==> config.mk <==
export PLATFORM = sky130hd
export DESIGN_NAME = tpci_merge
export DESIGN_NICKNAME = d
export VERILOG_FILES = /design/src/hw/rtl/tpci_pkg.sv /design/src/hw/rtl/tpci_merge.sv
export SDC_FILE = /design/constraint.sdc
export NUM_CORES = 2
export LEC_CHECK = 0
export ABC_AREA = 1
export BUFFER_PORTS_ARGS = -buffer_cell sky130_fd_sc_hd__clkbuf_2
export CAP_MARGIN = 20
export CORE_UTILIZATION = 35
export DETAILED_ROUTE_END_ITERATION = 7
export GPL_ROUTABILITY_DRIVEN = 0
export PLACE_DENSITY = 0.49
export SETUP_SLACK_MARGIN = 0.3
export SYNTH_ARGS = -nofsm -noshare
export SYNTH_HDL_FRONTEND = slang
export SYNTH_SLANG_ARGS = --single-unit
==> constraint.sdc <==
create_clock -name clk_i -period 10.22 [get_ports clk_i]
set_clock_uncertainty 0.1 [all_clocks]
set_input_delay 2.044 -clock clk_i [delete_from_list [all_inputs] [get_ports clk_i]]
set_output_delay 2.044 -clock clk_i [all_outputs]
set_load 0.005 [all_outputs]
==> src/hw/rtl/tpci_pkg.sv <==
// shared types, constants and helpers for the three-axis pid controller
package tpci_pkg;

  localparam int unsigned NumAxes  = 3;
  localparam int unsigned CfgIdxW  = 3;
  localparam int unsigned CfgDataW = 31;

  // register reset values
  localparam logic [15:0] PropGainRst  = 16'd307;
  localparam logic [15:0] IntegGainRst = 16'd13;
  localparam logic [15:0] DerivGainRst = 16'd102;
  localparam logic [15:0] StepTimeRst  = 16'd655;
  localparam logic [15:0] StepRateRst  = 16'd100;
  localparam logic [30:0] IntegLimRst  = 31'd327680;
  localparam logic [30:0] NormLimRst   = 31'd131072;
  localparam logic [15:0] MassScaleRst = 16'd256;

  // input actions
  typedef enum logic [1:0] {
    ACT_SET_TARGET = 2'd0,
    ACT_MEASURE    = 2'd1,
    ACT_TICK       = 2'd2
  } action_e;

  // configuration register indexes
  typedef enum logic [CfgIdxW-1:0] {
    CFG_PROP_GAIN    = 3'd0,
    CFG_INTEG_GAIN   = 3'd1,
    CFG_DERIV_GAIN   = 3'd2,
    CFG_STEP_TIME    = 3'd3,
    CFG_STEP_RATE    = 3'd4,
    CFG_INTEG_LIMIT  = 3'd5,
    CFG_NORM_LIMIT   = 3'd6,
    CFG_MASS_SCALE   = 3'd7
  } cfg_idx_e;

  // tick sequencer states
  typedef enum logic [3:0] {
    ST_IDLE,
    ST_ERR,
    ST_MUL,
    ST_NORM,
    ST_CMP,
    ST_UPD,
    ST_TERM,
    ST_SUM,
    ST_MASS,
    ST_OUT
  } state_e;

  typedef struct packed {
    logic [1:0]         action;
    logic signed [31:0] value_x;
    logic signed [31:0] value_y;
    logic signed [31:0] value_z;
  } in_item_t;

  typedef struct packed {
    logic signed [31:0] force_x;
    logic signed [31:0] force_y;
    logic signed [31:0] force_z;
  } out_item_t;

  typedef struct packed {
    logic [15:0] prop_gain;
    logic [15:0] integ_gain;
    logic [15:0] deriv_gain;
    logic [15:0] step_time;
    logic [15:0] step_rate;
    logic [30:0] integral_limit;
    logic [30:0] error_norm_limit;
    logic [15:0] mass_scale;
  } cfg_t;

  // step strobes from the sequencer to the lanes and the merge stage
  typedef struct packed {
    logic load_tgt;
    logic load_meas;
    logic step_err;
    logic step_mul;
    logic step_norm;
    logic step_cmp;
    logic step_upd;
    logic fresh;
    logic band;
    logic step_term;
    logic step_sum;
    logic step_mass;
  } ctrl_t;

  // saturate a signed value to 32 bits
  function automatic logic signed [31:0] sat32(input logic signed [63:0] x);
    logic signed [31:0] r;
    if (x > 64'sh0000_0000_7FFF_FFFF) begin
      r = 32'sh7FFF_FFFF;
    end else if (x < -64'sh0000_0000_8000_0000) begin
      r = 32'sh8000_0000;
    end else begin
      r = x[31:0];
    end
    return r;
  endfunction

endpackage

==> src/hw/rtl/tpci_merge.sv <==
// merge stage: error norm over all lanes against the squared limit
module tpci_merge (
  input  logic                        clk_i,
  input  tpci_pkg::ctrl_t             ctrl_i,
  input  logic [63:0]                 sq_i [tpci_pkg::NumAxes],
  input  logic [30:0]                 lim_i,
  output logic                        band_o
);
  import tpci_pkg::*;

  logic [63:0] sum_q, sum_d;
  logic [61:0] lim_sq_q, lim_sq_d;
  logic        band_q, band_d;

  // sum of squares cannot overflow 64 bits for three axes
  assign sum_d    = sq_i[0] + sq_i[1] + sq_i[2];
  assign lim_sq_d = 62'(lim_i) * 62'(lim_i);
  assign band_d   = sum_q < {2'b00, lim_sq_q};
  assign band_o   = band_q;

  // norm then compare, one step each
  always_ff @(posedge clk_i) begin
    if (ctrl_i.step_norm) begin
      sum_q    <= sum_d;
      lim_sq_q <= lim_sq_d;
    end
    if (ctrl_i.step_cmp) begin
      band_q <= band_d;
    end
  end

endmodule

==> flow_summary.yaml <==
run_status:
  status: "completed"
floorplanning:
  die_w_um: 348
  row_count: 126
  initial_core_util_pct: 35.4
  fp.coreArea_um2: 118000
  dieArea_um2: 121000
  die_h_um: 348
  ios: 237
drt:
  drt-total-wl_um: 108000
  met3_length_um: 3910
  wl_met1_um: 51700
  drc_errors: 0
  vias: 32000
  wire_per_inst_um: 14.9
  wl_met2_um: 51700
  dr.max_layer_used: "met4"
  vias_per_cell: 4.41
  dr.pass1.iters: 5
  drtAntennaViolNets: 0
  drt_iter0_drc: 1650
worst_setup_path:
  crit_required_ps: 10280
  crit_start: "lim_i[11]"
  worstSetupStartpointType: "input pin"
  path_class: "input pin to flop"
  r2r_cells: 10
  r2r_start: "sum_q[9]"
  cp-endpoint: "lim_sq_q[38]"
  end_kind: "flop"
  worstReg2RegEnd: "band_o"
  reg2reg_slack_ps: 8210
  arrival_ps: 8910
  crit_fanout: 27
place:
  place_ws_ps: 977
  io_buffers: 226
  dp_hpwl_um: 97400
synthesis:
  synth_area_um2: 41900
  ys_warn_count: 0
  synth-seq-cells: 126
  ys_seq_area_share_pct: 9.02
  yosysUniqueCellTypes: 34
  avgSynthCellArea_um2: 7.65
  syn_inst: 5479
  synth_fp_nets: 6917
timing:
  post-route-period-util_pct: 86.6
  setup-tns-final_ps: 0
  layout_setup_ws_ps: 1370
  period_minus_slack_ps: 8850
  slew_headroom_pct: 35.7
  setup_viol: 0
  hold_viol: 0
  grt_setup_unrepaired: "no"
  worst_pin_slew_ps: 964
  drv_slew: 0
  fmax_ghz: 0.113
cts:
  cts_tree: "yes"
  htreeDepth: 4
  post-cts-setup-buffers: 0
  insertion_delay_ps: 430
  clk_path_buf_depth: 2
  cts_inserted_buffers: 17
  holdBufCountCts: 0
  postCtsResizedCells: 0
  clock-root-buffer: "clkbuf_16"
  cts.clk_slew.worst_paths_ps: 70
  clock_sinks: 126
global_routing:
  grt_overflow_total: 0
  grt_max_degree: 68
  track_usage_pct: 18.7
  antenna_found_initial: 0
  grt_pass1_wl_um: 179000
  grt_pass1_vias: 33800
final_layout:
  layout_common_cells: "inv_1, nand2_1, fa_1"
  layout-drive-gt1-share_pct: 7.28
  layout_commonest_cell: "inv_1"
  fin_util_pct: 38.5
  fillCellCount: 12600
  syn_to_final_growth_pct: 8.60
  diodes: 0
  nets: 7097
job:
  maxCapViolCount: 0
worst_hold_path:
  hold_class: "flop to flop"
state kept, by name, summed over array words and instances, names as in the netlist:
signal    cells
lim_sq_q     61
sum_q        64
band_o        1
per-stage QoR:
| stage | hold slack, ps | instance area, um2 | instances |
|---|---|---|---|
| floorplan | 655 | 41900 | 5479 |
| global placement | 807 | 44900 | 7240 |
| detailed placement | 810 | 44900 | 7240 |
| CTS | 818 | 45500 | 7272 |
| global route | 842 | 45500 | 7272 |
| finish | 794 | 45500 | 7272 |
cells by family after synthesis:
logic type	Yosys count	synth area share (%)
flops	126	9.02
buf+inv	1829	16.4
fa+ha+maj	1202	50.4
simple gates	2061	20.1
xor+xnor	90	1.88
compound gates	171	2.25
critical path, cell delays in order:
cell,delay [ps]
clkbuf_2,700
nand2_1,170
fa_1,600
inv_1,70
fa_1,410
fa_1,560
inv_1,70
fa_1,470
inv_1,50
fa_1,510
inv_1,60
fa_1,520
inv_1,50
fa_1,500
fa_1,420
ha_1,360
nand2_1,130
inv_1,60
nand2_1,70
nand2_1,90
a21oi_1,270
nand3_1,310
nand3_1,180
nand2_1,60
nand2_1,60
nand2_1,80
per-layer routing:
layer / vias to the layer above / GRT usage [%]
met1: 15500 / 26.6
met4: 0 / 2.00
met2: 517 / 32.0
li1: 16000 / -
met5: - / 0
met3: 62 / 1.49
cells in the mapped netlist:
cell type / number / share of area, %
buf_1: 7 / 0.063
ha_1: 390 / 12
nand3_2: 18 / 0.43
nor3_1: 25 / 0.30
nand3_1: 110 / 1.3
xor2_1: 78 / 1.6
and2_1: 2 / 0.030
nand4_1: 36 / 0.54
o21ai_0: 17 / 0.20
a31o_2: 2 / 0.042
xnor2_1: 12 / 0.25
fa_1: 812 / 39
a21o_1: 3 / 0.054
edfxtp_1: 126 / 9.0
nor4_2: 2 / 0.060
nand2_1: 1587 / 14
nand2_2: 30 / 0.45
or2_2: 6 / 0.090
clkbuf_1: 88 / 0.79
inv_2: 14 / 0.13
nor3_4: 1 / 0.039
a21oi_1: 121 / 1.4
o21bai_1: 24 / 0.43
o21a_1: 2 / 0.036
clkinv_1: 2 / 0.018
inv_1: 1718 / 15
o21bai_2: 1 / 0.027
and3_1: 1 / 0.015
nor2_4: 2 / 0.054
and2_2: 1 / 0.018
nor2_2: 41 / 0.61
nor2_1: 191 / 1.7
a211oi_1: 1 / 0.018
nor3_2: 8 / 0.19
how the worst min path moves through the flow:
| stage | end | depth (start not counted) | from |
|---|---|---|---|
| floorplan | band_o | 6 | sum_q[63] |
| global placement | band_o | 6 | sum_q[63] |
| detailed placement | band_o | 6 | sum_q[63] |
| CTS | band_o | 6 | sum_q[63] |
| global route | band_o | 6 | sum_q[63] |
| finish | band_o | 6 | sum_q[63] |
area by class of cell:
type | count | area [um2] | area share (%)
Clock buffer | 18 | 429 | 0.943
Tap cell | 1600 | 2000 | 4.40
Clock inverter | 14 | 170 | 0.374
Sequential cell | 126 | 3780 | 8.31
Multi-Input combinational cell | 3524 | 31300 | 68.7
Inverter | 1734 | 6510 | 14.3
Timing Repair Buffer | 256 | 1360 | 2.98
Power is left out: the tool's default activity adds up to more than one toggle a clock period on the data nets, which glitch-free logic cannot reach.
